<file path="src/rtl/ssms_pkg.sv">
// shared types and constants for the subset-sum minimum split time block
// no dependencies; every other rtl file but ssms_ram imports this package
`default_nettype none

package ssms_pkg;

  localparam int WORD_W      = 64;
  localparam int WORD_SH     = 6;
  localparam int COST_W      = 16;
  localparam int RATE_W      = 16;
  localparam int TIME_W      = 16;
  localparam int QUEUE_DEPTH = 2;
  localparam int APB_AW      = 3;
  localparam int APB_DW      = 32;

  // register indexes, selected by paddr[2]
  localparam logic REG_WATER = 1'b0;
  localparam logic REG_FIRE  = 1'b1;

  // one classified item on its way from the front to the back
  typedef struct packed {
    logic [COST_W-1:0] cost;
    logic              last;
    logic              shift_en;
  } task_t;

  // back status seen by the front
  typedef struct packed {
    logic clearing;
  } back_stat_t;

endpackage

`default_nettype wire

</file>
<file path="src/rtl/ssms_queue.sv">
// short fifo of classified items between front and back
// depends on ssms_pkg
`default_nettype none

module ssms_queue
  import ssms_pkg::*;
(
  input  wire logic  clk,
  input  wire logic  rst,
  input  wire logic  push,
  input  wire task_t push_data,
  output logic       full,
  input  wire logic  pop,
  output task_t      pop_data,
  output logic       empty
);

  localparam int PW = (QUEUE_DEPTH > 1) ? $clog2(QUEUE_DEPTH) : 1;
  localparam int CW = $clog2(QUEUE_DEPTH + 1);

  task_t         slots [QUEUE_DEPTH];
  logic [PW-1:0] wp;
  logic [PW-1:0] rp;
  logic [CW-1:0] count;

  assign full     = (count == CW'(QUEUE_DEPTH));
  assign empty    = (count == '0);
  assign pop_data = slots[rp];

  always_ff @(posedge clk) begin
    if (rst) begin
      wp    <= '0;
      rp    <= '0;
      count <= '0;
    end else begin
      if (push && !full) begin
        wp <= (wp == PW'(QUEUE_DEPTH - 1)) ? '0 : wp + PW'(1);
      end
      if (pop && !empty) begin
        rp <= (rp == PW'(QUEUE_DEPTH - 1)) ? '0 : rp + PW'(1);
      end
      count <= count + CW'(push && !full) - CW'(pop && !empty);
    end
  end

  always_ff @(posedge clk) begin
    if (push && !full) begin
      slots[wp] <= push_data;
    end
  end

endmodule

`default_nettype wire

</file>
<file path="config.mk">
export PLATFORM = sky130hd
export DESIGN_NAME = ssms_queue
export DESIGN_NICKNAME = d
export VERILOG_FILES = /design/src/rtl/ssms_pkg.sv /design/src/rtl/ssms_queue.sv
export SDC_FILE = /design/constraint.sdc
export NUM_CORES = 1
export LEC_CHECK = 0
export ABC_AREA = 1
export BUFFER_PORTS_ARGS = -buffer_cell sky130_fd_sc_hd__buf_2
export CORE_MARGIN = 2
export CORE_UTILIZATION = 51
export CTS_CLUSTER_SIZE = 28
export DETAILED_ROUTE_END_ITERATION = 7
export PLACE_DENSITY = 0.78
export SETUP_SLACK_MARGIN = 0.1
export SLEW_MARGIN = 15
export SYNTH_ARGS = -nofsm -noshare
export SYNTH_HDL_FRONTEND = slang
export SYNTH_SLANG_ARGS = --single-unit
</file>
<file path="constraint.sdc">
create_clock -name clk -period 2.1 [get_ports clk]
set_input_delay 0.21 -clock clk [delete_from_list [all_inputs] [get_ports clk]]
set_output_delay 0.21 -clock clk [all_outputs]
set_load 0.02 [all_outputs]
</file>
==> impl_metrics.json <==
{
  "outcome": "complete, no violations",
  "cts_root_buf": "clkbuf_4",
  "rr_worst_depth": 10,
  "final_util_pct": 63.1,
  "syn_avg_cell_area_sq_um": 16.9,
  "r2r_start": "count[0]",
  "fp.coreArea_sq_um": 3030,
  "via_per_inst": 4.60,
  "power_density_nw_per_um2": 1160,
  "hold_path_class": "primary input to flip-flop",
  "totalNegativeSetupSlack_ns": 0,
  "yosys.area.top_type": "edfxtp_1",
  "ys.warnings.count": 0,
  "cp-start-kind": "flip-flop",
  "maxCapViolations": 0,
  "holdPathStages": 2,
  "setup_viol": 0,
  "dieWidth_um": 60.1,
  "die-area_sq_um": 3610,
  "stdcell_count": 189,
  "post-place-ws_ns": 0.511,
  "gp_congestion": 0.641,
  "syn_to_final_growth_pct": 19.0,
  "cts_tree": "done",
  "slew_headroom_pct": 81.0,
  "dp.cells": 181,
  "finalHoldViolCount": 0,
  "diodes": 0,
  "drv_slew": 0,
  "switching_power_w": 0.000724,
  "hold_end": "count[0]",
  "r2r_end": "count[1]",
  "rsz0062_at_grt": "false",
  "crit_required_ns": 1.89,
  "cp_max_fo": 18,
  "pwr-share-clk_pct": 16.3,
  "drc": 0,
  "port_buffers": 41,
  "drt_wl_total_um": 2490,
  "power.internal_w": 0.00148,
  "cts_inserted_buffers": 5,
  "fin_crit_ns": 1.68,
  "antenna_found_initial": 0,
  "grt_pass1_wl_um": 3820,
  "synth_top_area_share_pct": 67.4,
  "clock_path_buffers": 2,
  "postCtsResizedCells": 0,
  "worst_slew_pin_slew_ns": 0.286,
  "clock_skew_ns": 0.00921,
  "finalCritPeriodShare_pct": 80.1,
  "grtUsageTotal_pct": 15.5,
  "clock-sinks": 41,
  "clock.fmax_mhz": 595,
  "post_cts_buffers": 0,
  "clkTransAtPathRegs_ns": 0.11,
  "syn_area_sq_um": 1600,
  "drt_first_pass_iters": 4,
  "syn-num-nets": 119,
  "drtIter0Drc": 22,
  "ys_top_cells_by_area": "edfxtp_1 (67%), mux2_4 (9.4%), dfxtp_1 (6.2%)",
  "pin_count": 42,
  "grt_max_degree": 19,
  "wl_per_cell_um": 13.2,
  "rrSetupSlack_ns": 0.48,
  "drtAntennaViolNets": 0,
  "worstPathArrival_ns": 1.47,
  "clk_latency_ns": 0.34,
  "cts_hold_buf": 0,
  "setup_slack_ns": 0.419,
  "p_sw_share_pct": 32.8,
  "vias": 870,
  "initial_utilization_pct": 53.0,
  "synth_cells": 95,
  "crit_path_end_kind": "output pin",
  "critical_path_class": "flip-flop to output pin",
  "combPwrFrac_pct": 34.5,
  "vdd_ir_drop_max_uv": 582,
  "min_from": "rst",
  "synthDistinctLibCells": 12,
  "rows": 20,
  "hold_ws_ns": 0.0217,
  "power_leakage_nw": 0.800,
  "yosysSeqAreaShare_pct": 73.6,
  "overflow": 0,
  "num-nets-final": 168,
  "htreeDepth": 2,
  "p_seq_share_pct": 49.1,
  "fillerInstances": 237,
  "die_h_um": 60.1,
  "synth_seq_cells": 41,
  "grt_pass1_vias": 869,
  "drive_gt1_share_pct": 48.3
}
## cell usage after synthesis (all sizes together)
cell    count
a21oi       2
dfxtp       5
nor2        9
buf         2
nand3       3
mux2       18
ha          2
inv        10
nand2       8
edfxtp     36
## power groups by stage
stage	sequential, W	combinational [W]	clock, W
global placement	0.00109	0.000741	0
detailed placement	0.00110	0.000771	0
floorplan	0.00109	0.000581	0
CTS	0.00109	0.000773	0.000375
global route	0.00110	0.000841	0.000405
finish	0.00108	0.000761	0.000361
## state kept, by name, indices dropped and copies added (netlist names), named ones only
register and count:
rp 1, slots 36, count 2, wp 1
## cells by family after synthesis
kind of cell	share of synthesized area (%)
buffers and inverters	4.29
AOI/OAI and AO/OA	0.624
adders and majority gates	1.56
DFF	73.6
and+or+nand+nor	4.91
muxes	15.0
## placed cells by master, fill, tap and decap left out, drive strengths merged
| cell type | Yosys | layout |
|---|---|---|
| a21oi | 2 | 2 |
| buf | 2 | 44 |
| clkbuf | 0 | 6 |
| clkinv | 0 | 2 |
| dfxtp | 5 | 5 |
| edfxtp | 36 | 36 |
| ha | 2 | 2 |
| inv | 10 | 10 |
| mux2 | 18 | 18 |
| nand2 | 8 | 8 |
| nand3 | 3 | 3 |
| nor2 | 9 | 9 |
## per-layer routing
metal  wire [um]  global-route usage, %  share of wire, %  vias up
met5           0                      0                 0        -
met4          19                   7.62              0.76        0
met3         173                   7.14               7.0        2
met2        1330                   26.4                53       35
met1         966                   15.8                39      397
li1            -                      -                 -      436
## cell type report
| cell class | instances | area (sq um) | share of cell area, % |
|---|---|---|---|
| inverter | 10 | 37.5 | 1.97 |
| multi-input combinational | 42 | 357 | 18.7 |
| tap | 44 | 55.1 | 2.88 |
| clock inverter | 2 | 10.0 | 0.524 |
| timing repair buffer | 44 | 228 | 11.9 |
| clock buffer | 6 | 41.3 | 2.16 |
| sequential | 41 | 1180 | 61.9 |
## worst max path at each step
stage                        endpoint       from  slack [ns]
after floorplan           slots[0][0]   count[0]        0.37
after global placement       count[1]   count[0]        0.66
after detailed placement     count[1]   count[0]        0.51
after CTS                 pop_data[9]  flip-flop        0.39
after global routing         count[1]   count[0]        0.34
final                     pop_data[9]  flip-flop        0.42
## stage by stage
stage               total power, W  area, sq um
finish                     0.00221         1910
floorplan                  0.00167         1600
detailed placement         0.00188         1860
global placement           0.00183         1860
global route               0.00234         1910
CTS                        0.00223         1910
## critical path, stage by stage, from the launching register on
cell and delay [ns]:
dfxtp_1 0.32, buf_4 0.28, mux2_2 0.38, buf_2 0.16
Power figures use the tool's default switching activity.
