**config.mk**
```make
export PLATFORM = sky130hd
export DESIGN_NAME = ssms_front_flat
export DESIGN_NICKNAME = d
export VERILOG_FILES = /design/src/rtl/ssms_pkg.sv /design/src/rtl/ssms_if.sv /design/src/rtl/ssms_front.sv /design/src/flat_wrapper.sv
export SDC_FILE = /design/constraint.sdc
export NUM_CORES = 1
export LEC_CHECK = 0
export BUFFER_PORTS_ARGS = -buffer_cell sky130_fd_sc_hd__buf_2
export CORE_MARGIN = 10
export CORE_UTILIZATION = 35
export DETAILED_ROUTE_END_ITERATION = 16
export PLACE_DENSITY = 0.72
export REMOVE_ABC_BUFFERS = 1
export SYNTH_ARGS = -nofsm -noshare
export SYNTH_HDL_FRONTEND = slang
export SYNTH_SLANG_ARGS = --single-unit
```
**constraint.sdc**
```tcl
create_clock -name clk -period 1.3 [get_ports clk]
set_clock_uncertainty 0.1 [all_clocks]
set_input_delay 0.065 -clock clk [delete_from_list [all_inputs] [get_ports clk]]
set_output_delay 0.065 -clock clk [all_outputs]
set_load 0.02 [all_outputs]
```
**src/rtl/ssms_pkg.sv**
```systemverilog
// shared types and constants for the subset-sum minimum split time block
// no dependencies; every other rtl file but ssms_ram imports this package
`default_nettype none

package ssms_pkg;

  localparam int WORD_W      = 64;
  localparam int WORD_SH     = 6;
  localparam int COST_W      = 16;
  localparam int RATE_W      = 16;
  localparam int TIME_W      = 16;
  localparam int QUEUE_DEPTH = 2;
  localparam int APB_AW      = 3;
  localparam int APB_DW      = 32;

  // register indexes, selected by paddr[2]
  localparam logic REG_WATER = 1'b0;
  localparam logic REG_FIRE  = 1'b1;

  // one classified item on its way from the front to the back
  typedef struct packed {
    logic [COST_W-1:0] cost;
    logic              last;
    logic              shift_en;
  } task_t;

  // back status seen by the front
  typedef struct packed {
    logic clearing;
  } back_stat_t;

endpackage

`default_nettype wire

```
**src/rtl/ssms_if.sv**
```systemverilog
// valid/ready channel interfaces for items and results
// depends on ssms_pkg
`default_nettype none

interface ssms_item_if;
  import ssms_pkg::*;
  logic              valid;
  logic              ready;
  logic [COST_W-1:0] item_cost;
  logic              item_last;
  modport source (output valid, output item_cost, output item_last, input ready);
  modport sink   (input valid, input item_cost, input item_last, output ready);
endinterface


`default_nettype wire

```
**src/rtl/ssms_front.sv**
```systemverilog
// front: takes item beats into a stage register and classifies them
// depends on ssms_pkg and ssms_if
`default_nettype none

module ssms_front
  import ssms_pkg::*;
#(
  parameter int MAX_TOTAL = 65535
) (
  input  wire logic       clk,
  input  wire logic       rst,
  ssms_item_if.sink       items,
  input  wire back_stat_t stat,
  input  wire logic       q_full,
  output logic            q_push,
  output task_t           q_data
);

  localparam int CMP_W = (($clog2(MAX_TOTAL + 1) > COST_W) ? $clog2(MAX_TOTAL + 1) : COST_W) + 1;

  logic  stg_valid;
  task_t stg;

  assign q_push      = stg_valid && !q_full;
  assign q_data      = stg;
  assign items.ready = !stat.clearing && (!stg_valid || q_push);

  always_ff @(posedge clk) begin
    if (rst) begin
      stg_valid <= 1'b0;
    end else if (items.valid && items.ready) begin
      stg_valid <= 1'b1;
    end else if (q_push) begin
      stg_valid <= 1'b0;
    end
  end

  // a zero cost or one above MAX_TOTAL leaves the bitset as it is
  always_ff @(posedge clk) begin
    if (items.valid && items.ready) begin
      stg.cost     <= items.item_cost;
      stg.last     <= items.item_last;
      stg.shift_en <= (items.item_cost != '0) &&
                      (CMP_W'(items.item_cost) <= CMP_W'(MAX_TOTAL));
    end
  end

endmodule

`default_nettype wire

```
**src/flat_wrapper.sv**
```systemverilog
// flat-port wrapper written by rule: the top's interface ports become plain ports
module ssms_front_flat import ssms_pkg::*;
#(
  parameter int MAX_TOTAL = 65535
)
  (clk, rst, stat, q_full, q_push, q_data, items_valid, items_item_cost, items_item_last, items_ready);
  ssms_item_if items_i ();
  input  wire logic clk;
  input  wire logic rst;
  input  wire back_stat_t stat;
  input  wire logic q_full;
  output logic q_push;
  output task_t q_data;
  input wire logic [$bits(items_i.valid)-1:0] items_valid;
  input wire logic [$bits(items_i.item_cost)-1:0] items_item_cost;
  input wire logic [$bits(items_i.item_last)-1:0] items_item_last;
  output wire logic [$bits(items_i.ready)-1:0] items_ready;
  assign items_i.valid = items_valid;
  assign items_i.item_cost = items_item_cost;
  assign items_i.item_last = items_item_last;
  assign items_ready = items_i.ready;
  ssms_front #(.MAX_TOTAL(MAX_TOTAL)) u_core (.clk(clk), .rst(rst), .items(items_i), .stat(stat), .q_full(q_full), .q_push(q_push), .q_data(q_data));
endmodule
```
==> metrics list <==
* Root buffer selected by CTS: clkbuf_4
- Max stage delay on crit path: between 0.5 and 0.6 ns
- In the final routed layout, each cell accounts on average for 14.0 um.
- In this run the worst path has a maximum fanout of 3.
* Count leader, synth: edfxtp_1
- The critical path runs through a total of 3 cells.
* Number of max-cap violations: 0
- The number of buffers and inverters on the critical path is 1.
- Counting distinct cell types in the post-synthesis netlist gives 9.
* Launch instance of the worst register-to-register path: u_core.stg_valid
- Crit path required time: between 1 and 1.5 ns
- Pin count of the biggest net entering global routing: 19
- Summed over all instances, the cell type with the most area after synthesis is edfxtp_1.
- Total Nets Final: 118
* Most frequently used flop master after synthesis: edfxtp_1
* Maximum buffer depth of the clock tree: 2
- At the pin with the least slew margin, the transition time is about 0.25 ns.
- In the global route stage, overall resource usage came out at about 8.4%.
- Dividing the detail-routed via count by the number of cells gives roughly 4.3.
* Instance count after placement with tap cells included: between 90 and 100
- In this run the number of H-tree levels came out at 1.
- At the end of routability-driven placement, the weighted congestion stood at roughly 0.65.
* Global-route wire length before repair: between 2 and 3 mm
- Count of clock tree sinks: 19
* Cell count after synthesis: 30
* Via count of the first global-routing pass: ~560
* Width of the die: around 62 um
* Leakage power of the design: ~0.46 nW
* DRC violation count after routing: 0
- Among cell families on the critical path, the largest total delay comes from buffers and inverters.
* Master of the slowest instance on the critical path: dlygate4sd3_1
* Half-perimeter wire length after placement: approximately 1.2 mm
- Area occupied by registers: about 560 sq um
- In this run the vertical extent of the chip is 62.2 um.
* Iteration count of the initial detailed-routing pass: 4
* Ratio of cells with drive above 1 in the final layout: between 50% and 60%
- Period minus WS final: 1.24 ns
- Commonest cells in the synthesized netlist: 18 x edfxtp_1, 4 x nor4_1, 2 x a21oi_1
- Vias after detailed routing: 516
* Number of antenna violations at the first check in global routing: 0
- Max transition margin: between 80% and 90%
- Path class of the lowest-slack min-delay path: input pin to register
- Cell row count: 15
* Area of the multi-input gates: 80.1 sq um
- Result of the run: completed
- Counting instances, the worst hold path has a depth of 3.
* DR iter-0 viols: 11
- Hold slack: roughly 0.21 ns
- Port buffering added a little over 40 buffers.
- The setup path with the least slack is of type register to register.
- Slack of the worst reg-to-reg path: between 0.05 and 0.06 ns
- Number of synthesized register bits: 19
- Syn Std Cell Area: around 620 sq um
* Effective utilization at floorplan: ~37%
- Final max-slew violation count: 0
- Pin placement for this block handled 42 I/O pins.
* Post-synthesis to final-layout area growth: 78.8%
* Crit end category: register
- Of the synthesized area, sequential elements account for between 80% and 90%.
- Number of hold-slack violations in the final timing report: 0
- Power per cell area: between 1000 and 1500 nW/um^2
- Based on the critical path, the design can be clocked at up to approximately 800 MHz.
- Synthesis warning total: 0
- For this run the aggregate overflow at the end of global routing stands at 0.
- The worst hold path begins at items_valid.
- For the worst-skew pair, the clock arrives at the later sink with an insertion delay of between 0.2 and 0.3 ns.
- Nature of the critical path startpoint: register
- TritonCTS clock tree: done
- CTS clock-pin slew for the worst setup and hold paths: 0.11 ns
* Worst R2R Path Depth: 3
- Total routed wirelength: around 1.7 mm
- The die covers roughly 3900 sq um.
- The signal on the critical path passes through nand2_1 -> a21oi_2 -> dlygate4sd3_1.
- Endpoints failing setup: 0
* FF-to-FF End: u_core.stg_valid
- CTS Buf Count: 3
* Number of antenna cells inserted: 0
- By area the synthesized netlist is led by edfxtp_1 87%, nor4_1 4.0%, dfxtp_1 3.2%.
- EDFF count, synth: 18
* Max VDD drop: 0.838 mV
* Antenna-violating nets left: 0
* Final worst-path cycle share: between 90% and 100%
- In this run the mean area of a mapped cell was 20.8 sq um.
* Fraction of synthesis flops using an asynchronous set or reset pin: 0%
- Final-layout fill cell count: 119
- Final std cells w/o fill: 120
- Setup TNS: 0 ns
- After floorplanning, the core was sized to cover around 1700 sq um.
* Top cell type's share of synthesized area: ~87%
- Worst Path Arrival: 1.38 ns
- Endpoint with the worst hold slack: u_core.q_data[14]
[worst reg2reg max path: cells and delay by family (launching register included)]
| family | cells | cell delay, ns |
|---|---|---|
| compound gates | 1 | 0.13 |
| flops | 1 | 0.35 |
| simple gates | 1 | 0.07 |
| buf+inv | 1 | 0.55 |
[per-stage QoR]
stage	power (mW)	area, sq um	util [%]	worst slack (ns)
2_1_floorplan	0.771	624	-	-0.424
5_1_grt	1.22	1120	65.3	-0.0326
3_3_place_gp	0.842	881	51.6	0.128
6_report	1.16	1120	65.3	0.0595
3_5_place_dp	0.846	881	51.6	0.103
4_1_cts	1.17	1100	64.3	0.0174
[flip-flops by register name, indices dropped and copies added (netlist names)]
signal / cells
u_core.stg_valid: 1
u_core.q_data: 18
[cell type report]
| type | instances | area share (%) |
|---|---|---|
| multi-input combinational | 11 | 7.17 |
| sequential | 19 | 50.3 |
| clock inverter | 1 | 0.448 |
| timing repair buffer | 61 | 37.2 |
| tap | 25 | 2.80 |
| clock buffer | 3 | 2.02 |
[timing repair]
item                                    in CTS  in global routing
hold buffers                                19                  0
endpoints found under the setup margin       0                  2
endpoints found under the hold margin       19                  0
buffers inserted                             0                  0
resized for setup                            0                  4
[placed cells by master, fill, tap and decap left out]
master,netlist,layout
dlygate4sd3_1,0,19
nand4_1,1,1
a21oi_2,0,1
clkbuf_4,0,3
nor4_2,0,2
a21oi_1,2,1
buf_2,0,41
buf_12,0,1
edfxtp_1,18,18
nand2_1,1,1
nor4_1,4,2
nand2b_1,1,1
dfxtp_2,0,1
and2_1,1,1
nor2b_1,1,1
clkinv_2,0,1
[logic make-up after synthesis]
logic type | Yosys count | synth area share, %
AND/OR/NAND/NOR | 9 | 8.62
flip-flops | 19 | 89.8
AO/OA/AOI/OAI | 2 | 1.60
[how the worst max path moves through the flow]
stage | from | slack (ns) | end
2_1_floorplan | u_core.stg_valid | -0.42 | u_core.q_data[0]
3_3_place_gp | u_core.stg_valid | 0.13 | u_core.q_data[17]
3_5_place_dp | u_core.stg_valid | 0.10 | u_core.q_data[11]
4_1_cts | items_item_cost[1] | 0.02 | u_core.q_data[0]
5_1_grt | u_core.stg_valid | -0.03 | u_core.stg_valid
6_report | u_core.stg_valid | 0.06 | u_core.stg_valid
[layer usage]
metal / up-vias / share of wire [%] / global-route usage [%]
li1: 250 / - / -
met1: 239 / 35 / 7.09
met2: 23 / 56 / 15.9
met3: 4 / 7.2 / 3.76
met4: 0 / 2.0 / 4.29
met5: - / 0 / 0
[where the power goes]
| part | internal [mW] | switching (mW) | leakage, nW |
|---|---|---|---|
| combinational | 0.0890 | 0.0854 | 0.267 |
| sequential | 0.699 | 0.00570 | 0.177 |
| clock | 0.114 | 0.169 | 0.0177 |
| total | 0.903 | 0.260 | 0.461 |
(Power assumes the default switching activity.)
